## src/rtl/efsd_pkg.sv

```systemverilog
// shared constants and types for the earliest-free server dispatch block
package efsd_pkg;

    localparam int NUM_ROOMS = 16;
    localparam int TIME_BITS = 48;

    localparam int ROOM_BITS = (NUM_ROOMS > 1) ? $clog2(NUM_ROOMS) : 1;
    localparam int ACT_BITS  = $clog2(NUM_ROOMS + 1);
    localparam int CNT_BITS  = 32;
    localparam int IN_TIME_BITS = 32;
    localparam int CFG_BITS  = 5;
    localparam int OUT_ROOM_BITS = 4;
    localparam int OUT_TIME_BITS = 48;

    localparam logic [CFG_BITS-1:0] ROOM_COUNT_RESET = CFG_BITS'(16);

    // search record passed from cell to cell
    typedef struct packed {
        logic                 valid;
        logic                 found;
        logic [ROOM_BITS-1:0] idx;
        logic [TIME_BITS-1:0] ftime;
        logic [CNT_BITS-1:0]  count;
    } probe_t;

    // update broadcast to the cells at the end of a job
    typedef struct packed {
        logic                 en;
        logic [ROOM_BITS-1:0] idx;
        logic [TIME_BITS-1:0] ftime;
        logic [CNT_BITS-1:0]  count;
    } wr_t;

endpackage

```

## src/rtl/efsd_cell.sv

```systemverilog
// one server cell: holds free time and use count, refines the passing search record
module efsd_cell
    import efsd_pkg::*;
(
    input  logic                    clk,
    input  logic                    rst_n,
    input  logic [ROOM_BITS-1:0]    cell_idx,
    input  logic [ACT_BITS-1:0]     active,
    input  logic [IN_TIME_BITS-1:0] start_time,
    input  logic                    clear,
    input  wr_t                     wr,
    input  probe_t                  probe_in,
    output probe_t                  probe_out
);

    logic [TIME_BITS-1:0] free_at_reg;
    logic [CNT_BITS-1:0]  use_count_reg;
    probe_t               probe_reg;
    probe_t               probe_next;
    logic                 in_use;
    logic                 is_free;
    logic                 is_earlier;

    assign in_use     = ACT_BITS'(cell_idx) < active;
    assign is_free    = free_at_reg <= TIME_BITS'(start_time);
    // the first cell always seeds the earliest candidate
    assign is_earlier = (cell_idx == '0) || (free_at_reg < probe_in.ftime);

    always_comb
    begin
        probe_next = probe_in;
        if (probe_in.valid && !probe_in.found && in_use)
        begin
            if (is_free)
            begin
                probe_next.found = 1'b1;
                probe_next.idx   = cell_idx;
                probe_next.ftime = free_at_reg;
                probe_next.count = use_count_reg;
            end
            else if (is_earlier)
            begin
                probe_next.idx   = cell_idx;
                probe_next.ftime = free_at_reg;
                probe_next.count = use_count_reg;
            end
        end
    end

    always_ff @(posedge clk or negedge rst_n)
    begin
        if (!rst_n)
        begin
            free_at_reg   <= '0;
            use_count_reg <= '0;
            probe_reg     <= '0;
        end
        else
        begin
            probe_reg <= probe_next;
            if (clear)
            begin
                free_at_reg   <= '0;
                use_count_reg <= '0;
            end
            else if (wr.en && wr.idx == cell_idx)
            begin
                free_at_reg   <= wr.ftime;
                use_count_reg <= wr.count;
            end
        end
    end

    assign probe_out = probe_reg;

endmodule

```

## config.mk

```make
export PLATFORM = sky130hd
export DESIGN_NAME = efsd_cell
export DESIGN_NICKNAME = d
export VERILOG_FILES = /design/src/rtl/efsd_pkg.sv /design/src/rtl/efsd_cell.sv
export SDC_FILE = /design/constraint.sdc
export NUM_CORES = 1
export LEC_CHECK = 0
export ABC_AREA = 1
export BUFFER_PORTS_ARGS = -buffer_cell sky130_fd_sc_hd__buf_2
export CELL_PAD_IN_SITES_DETAIL_PLACEMENT = 0
export CELL_PAD_IN_SITES_GLOBAL_PLACEMENT = 1
export CORE_MARGIN = 2
export CORE_UTILIZATION = 39
export DETAILED_ROUTE_END_ITERATION = 10
export PLACE_DENSITY = 0.86
export SLEW_MARGIN = 20
export SYNTH_ARGS = -nofsm -noshare
export SYNTH_HDL_FRONTEND = slang
export SYNTH_SLANG_ARGS = --single-unit
```

## constraint.sdc

```tcl
create_clock -name clk -period 4.86 [get_ports clk]
set_input_delay 0.972 -clock clk [delete_from_list [all_inputs] [get_ports clk]]
set_output_delay 0.972 -clock clk [all_outputs]
set_load 0.01 [all_outputs]
```

==> metrics, run 1 <==
DRC viols 0; Setup TNS Final 0 ps; WHS Path Cells 2; leak pwr between 0.006 and 0.007 uW; grt total ovfl 0; clock transition at the registers of the reported paths 70 ps; Cell variety after synth 28; combinational power share 0.140; area delta synth->final 26.03%; setup repair bufs after CTS 0; Tmin final 3103 ps; Slowest cell on crit path buf_4; Bufs and invs on worst path 3; layout cell share with drive strength beyond 1 0.2498; Max stage delay on crit path ~730 ps; Internal Dissipation around 2400 uW; Worst-Skew Late Latency around 440 ps; initial core utilization 0.3952; register area share after synthesis 0.4657; Max Cap Viol 0; IO Count between 300 and 400; dpl cell area between 10,000 and 15,000 um2; gr usage total 0.2168; hold crit path type flip-flop to flip-flop; Setup crit end kind flip-flop; Peak Freq around 320 MHz; status finished clean; CTS HTree Levels 4; Net Sw Frac 0.2913; # port buffers 300; syn_area_per_cell roughly 8.1 um2; Die H ~160 um; cts bufs inserted 17; Worst Max-Slew Pin Slew 995.6 ps; crit path cell chain buf_2, inv_1, ha_1, nand2_1, nor2_1, nand2_1, nor2_1, nand3_1, nor3_2, a21oi_2, nand3_4, buf_4, nand3_1, nand2_1; CTS resizes 0; Req. time, crit path 5230 ps; Post-synth EDFFs 0; Final Setup Violations 0; CORE AREA approximately 23,000 um2; Routed Wire Length approximately 26 mm; NumNets Final approximately 1,700; Root Buffer clkbuf_16; post-route cell area about 11,000 um2; worst slew margin relative to its limit 0.3363; CP delay by family, top simple AND/OR/NAND/NOR gates; DP HPWL about 18 mm; most frequent cell after synthesis nand2_1; Non-Filler Instances 1,681; Flop pwr share 0.443; Hold-fix buffers, CTS 0; number of flip-flops in the largest register between 80 and 90; DP Cell Count 1,642; CTS Sinks between 150 and 200; cell taking the most area after synthesis dfrtp_1; Synth top area share 0.4657; Pre-Repair DR Iteration Count 5; CP most frequent cell nand2_1; DRT iter0 DRCs around 420; Tcrit/Tclk final 0.6385; crit start category input port; Clk pwr share 0.417; Max Transition Viols Final 0; remaining antenna violation count 0; Final Skew between 15 and 20 ps; Min-Delay Startpoint use_count_reg[24]$_DFFE_PN0P_; CP max FO between 80 and 90; Top FF cell, synth dfrtp_1; Synthesized Nets roughly 1,400; die width approximately 160 um; YS warnings 0; CTS tree done; Rows 55; critical path class input port to flip-flop; final hold violation count 0; RR Endpoint probe_out[31]$_DFF_PN0_; Synth async-reset ratio 1.000; PwrDens just under 300 nW/um2; vias post-DR slightly above 8,000; flop2flop setup slack 1950 ps; first-pass GRT wire length between 40 and 50 mm; Via density between 4 and 5; r2r startpoint free_at_reg[11]$_DFFE_PN0P_; RePlAce Congestion between 0.7 and 0.8; Tot Pwr around 3300 uW; Synth Register Bits approximately 170; pin count of the biggest net entering global routing 93; Worst Hold Path EP probe_out[24]$_DFF_PN0_; Cell Area, Synth 8920 um2; WL per Instance 15.48 um; total die area ~24,000 um2; Peak supply drop roughly 0.19 mV; unrepaired setup endpoints after global routing false; critical path arrival ~3500 ps; deepest clock path buffer count 2; Sw Pwr between 900 and 1000 uW; most frequent cells after synthesis 255 x nand2_1, 184 x inv_1, 174 x nand3_1; Synth area leaders dfrtp_1 47%, ha_1 12%, nand2_1 11%; vias in the first global route around 7,900; Syn Inst Count around 1,100; initial antenna violation count 11; Worst R2R Path Depth 10
stage by stage:
stage | hold slack [ps] | utilization | worst slack [ps]
global placement | 480.4 | 0.4705 | 1267
floorplan | 475.5 | - | 2255
detailed placement | 487.4 | 0.4705 | 1288
finish | 507.8 | 0.4981 | 1757
CTS | 504.9 | 0.4973 | 1731
global route | 527.8 | 0.4978 | 1529
cells in the final DEF, fill, tap and decap left out, drive strengths merged, types with 4 or more instances in the layout:
| master | n |
|---|---|
| nor2 | 34 |
| o21ai | 92 |
| dfrtp | 166 |
| clkbuf | 17 |
| nand4 | 4 |
| diode | 7 |
| inv | 195 |
| buf | 306 |
| nand3 | 175 |
| ha | 82 |
| nand2 | 256 |
| nor3 | 7 |
| a21oi | 39 |
tightest hold or removal path, stage by stage (launching register included):
cell     delay [ps]
dfrtp_1         350
nand3_1          70
nand2_1          60
logic make-up (layout without fill, tap and decap cells):
group | after synthesis | in the layout | synth area share
compound gates | 139 | 139 | 0.08052
xor+xnor | 1 | 1 | 0.0009821
fa+ha+maj | 82 | 82 | 0.1150
buf+inv | 237 | 524 | 0.1082
flops | 166 | 166 | 0.4657
other cells | 0 | 7 | 0
simple gates | 477 | 477 | 0.2296
power by group through the flow:
stage / clock network (uW) / logic [uW] / registers [uW]
floorplan: 0 / 204 / 1530
global placement: 0 / 467 / 1510
detailed placement: 0 / 475 / 1510
CTS: 1430 / 477 / 1480
global route: 1490 / 537 / 1490
finish: 1400 / 469 / 1480
per-layer routing:
layer  up-vias  track usage  routed length [um]
met1      3807       0.2745               11110
met4         8      0.08038                 652
met5         -            0                  56
met3        43      0.05571                1645
met2       258       0.3594               12560
li1       4078            -                   -
how the worst max path moves through the flow:
stage              startpoint                 endpoint  slack (ps)  depth (start not counted)
3_5_place_dp   start_time[15]  probe_out[31]$_DFF_PN0_        1290                         12
6_report       start_time[23]  probe_out[31]$_DFF_PN0_        1760                         14
3_3_place_gp   start_time[15]  probe_out[31]$_DFF_PN0_        1270                         12
4_1_cts        start_time[15]  probe_out[31]$_DFF_PN0_        1730                         12
5_1_grt          probe_in[67]  probe_out[81]$_DFF_PN0_        1530                         16
2_1_floorplan  start_time[23]  probe_out[24]$_DFF_PN0_        2250                         13
area by class of cell:
class | count | area [um2]
antenna | 7 | 17.52
clock buffer | 17 | 425.4
clock inverter | 15 | 180.2
fill | 2288 | 11330
inverter | 186 | 698.2
multi-input combinational | 699 | 3832
sequential | 166 | 4154
tap | 285 | 356.6
timing repair buffer | 306 | 1578
Note: power is estimated with default switching activity, not from simulation.
==> run 2: changes to the inputs <==
Settings changed: CORE_UTILIZATION 39 to 37, PLACE_DENSITY 0.86 to 0.83.
Clock period 4.86 ns to 3.1 ns, I/O delays scaled along.
==> run 2 against run 1 <==
Effect of this change: critical path depth is 2 lower; via count is essentially flat; clock-buffer cell count unchanged; first-iteration DRC count shrank 8.3%; final cell count is 2.7% higher; sequential cell count did not move; cell area rose by 1.4%; core utilization down 1.4 points; highest routed layer unchanged.
==> metrics, run 2 (synthesis results as in run 1) <==
status finished clean; Routed Wire Length 26.15 mm (+0.49%); NumNets Final 1,687 (+0.84%); Worst Max-Slew Pin Slew 615.6 ps (-379.9 ps); Max Transition Viols Final 0 (unchanged); vias in the first global route 8,278 (+4.3%); grt total ovfl 0 (unchanged); flop2flop setup slack 640 ps (-1310 ps); total die area 25,370 um2 (+5.3%); initial antenna violation count 6 (-5); Final Skew 16.11 ps (-0.1605 ps); Tmin final around 2500 ps; CORE AREA 23,540 um2 (+4.3%); WP depth 12 (-2); Root Buffer clkbuf_16; Bufs and invs on worst path 1 (-2); deepest clock path buffer count 2 (unchanged); Req. time, crit path 3480 ps (-1750 ps); Tot Pwr 5240 uW (+56%); critical path class flip-flop to flip-flop; final hold violation count 0 (unchanged); Hold-fix buffers, CTS 0 (unchanged); most common cell after layout, fill and taps aside buf_2; layout cell share with drive strength beyond 1 0.2573 (+0.007486); most frequent cells in the layout 299 x buf_2, 254 x nand2_1, 184 x inv_1, 173 x nand3_1, 166 x dfrtp_1; Final Setup Violations 0 (unchanged); PwrDens 459.7 nW/um2 (+54%); CTS tree done; DP HPWL 19.35 mm (+6.1%); leak pwr 0.006751 uW (+0.96%); Via density 4.748 (-2.6%); crit start category flip-flop; CP delay by family, top simple AND/OR/NAND/NOR gates; # port buffers 300 (unchanged); remaining antenna violation count 0 (unchanged); CTS HTree Levels 4 (unchanged); clock transition at the registers of the reported paths 80 ps (about the same); crit path to probe_out[12]$_DFF_PN0_; CTS Sinks 166 (unchanged); Die H 159.3 um (+2.6%); CTS resizes 0 (unchanged); cts bufs inserted 17 (unchanged); Peak Freq around 410 MHz; Setup TNS Final 0 ps (unchanged); Max stage delay on crit path 450 ps (-280 ps); Worst Setup SP free_at_reg[23]$_DFFE_PN0P_; Max Cap Viol 0 (unchanged); pin count of the biggest net entering global routing 62 (-33%); Pre-Repair DR Iteration Count 4 (-1); area delta synth->final 27.80%; RR Endpoint probe_out[12]$_DFF_PN0_; setup repair bufs after CTS 0 (unchanged); initial core utilization 0.3789 (-0.01630); die width 159.3 um (+2.6%); number of flip-flops in the largest register 86 (unchanged); Setup crit end kind flip-flop; WL per Instance 15.15 um (-2.1%); vias post-DR 8,195 (+0.012%); RePlAce Congestion 0.8031 (+1.2%); gr usage total 0.2082 (-0.008591); unrepaired setup endpoints after global routing false; DRT iter0 DRCs 386 (-8.3%); Peak supply drop 0.3285 mV (+71%); critical path arrival 2840 ps (-630 ps); r2r startpoint free_at_reg[23]$_DFFE_PN0P_; first-pass GRT wire length 42.24 mm (+3.8%); crit path cell chain ha_1, nand2_1, nor2_1, nand2_1, nor2_1, nand3_1, nor3_2, a21oi_2, nand3_4, buf_4, nand3_1, nand2_1; # fillers 2,395 (+4.7%); IO Count 301 (unchanged); CP most frequent cell nand2_1; Worst-Skew Late Latency 440 ps (about the same); DRC viols 0 (unchanged); Worst R2R Path Depth 12 (+2); CP max FO 47 (-44%); Rows 56 (+1.8%); Tcrit/Tclk final 0.7941; worst slew margin relative to its limit 0.5896 (+0.2533); Slowest cell on crit path buf_4; hold crit path type input port to async pin
==> run 2: cell count changes in the layout (fill, tap and decap cells not counted) <==
| cell | change |
|---|---|
| buf_12 | +2 |
| buf_4 | +12 |
| bufinv_16 | -1 |
| clkinv_4 | +1 |
| clkinv_8 | +3 |
| clkinvlp_4 | -1 |
| diode_2 | -3 |
| inv_8 | -2 |
| nand2_2 | +1 |
| nand2_4 | -1 |
==> run 2: how the worst min path moves through the flow <==
stage                                   to  slack (ps)
2_1_floorplan   free_at_reg[0]$_DFFE_PN0P_         320
3_3_place_gp       probe_out[14]$_DFF_PN0_         480
3_5_place_dp        probe_out[0]$_DFF_PN0_         490
4_1_cts        free_at_reg[34]$_DFFE_PN0P_         180
5_1_grt        free_at_reg[34]$_DFFE_PN0P_         170
6_report           probe_out[65]$_DFF_PN0_         140
==> run 2: routing by layer <==
layer	vias up	global-route usage	share of wire
li1	4103	-	-
met1	3801	0.2659	0.44
met2	257	0.3510	0.48
met3	32	0.04819	0.057
met4	2	0.06570	0.020
met5	-	0	0.00042
==> run 2: power breakdown <==
part / switching [uW] / internal (uW)
Sequential: 48.4 / 2270
Combinational: 460 / 302
Clock: 1060 / 1090
Total: 1570 / 3670
==> run 2: layout make-up <==
class,count,area (um2),share of cell area
antenna,4,10.01,0.0008781
clock buffer,17,425.4,0.03732
clock inverter,15,177.7,0.01559
inverter,186,698.2,0.06124
multi-input combinational,699,3827,0.3357
sequential,166,4154,0.3644
tap,319,399.1,0.03501
timing repair buffer,320,1708,0.1498
==> run 2: stage by stage <==
stage                     setup slack, ps  hold WS (ps)  area (um2)  instances    util
final                               638.2         142.3       11400       1726  0.4842
after global routing                362.9         171.7       11400       1726  0.4842
after CTS                           592.5         175.8       11390       1722  0.4838
after detailed placement            300.2         493.7       10790       1690  0.4582
after global placement              335.2         481.7       10790       1690  0.4582
after floorplan                     846.7         324.4        8920       1102       -
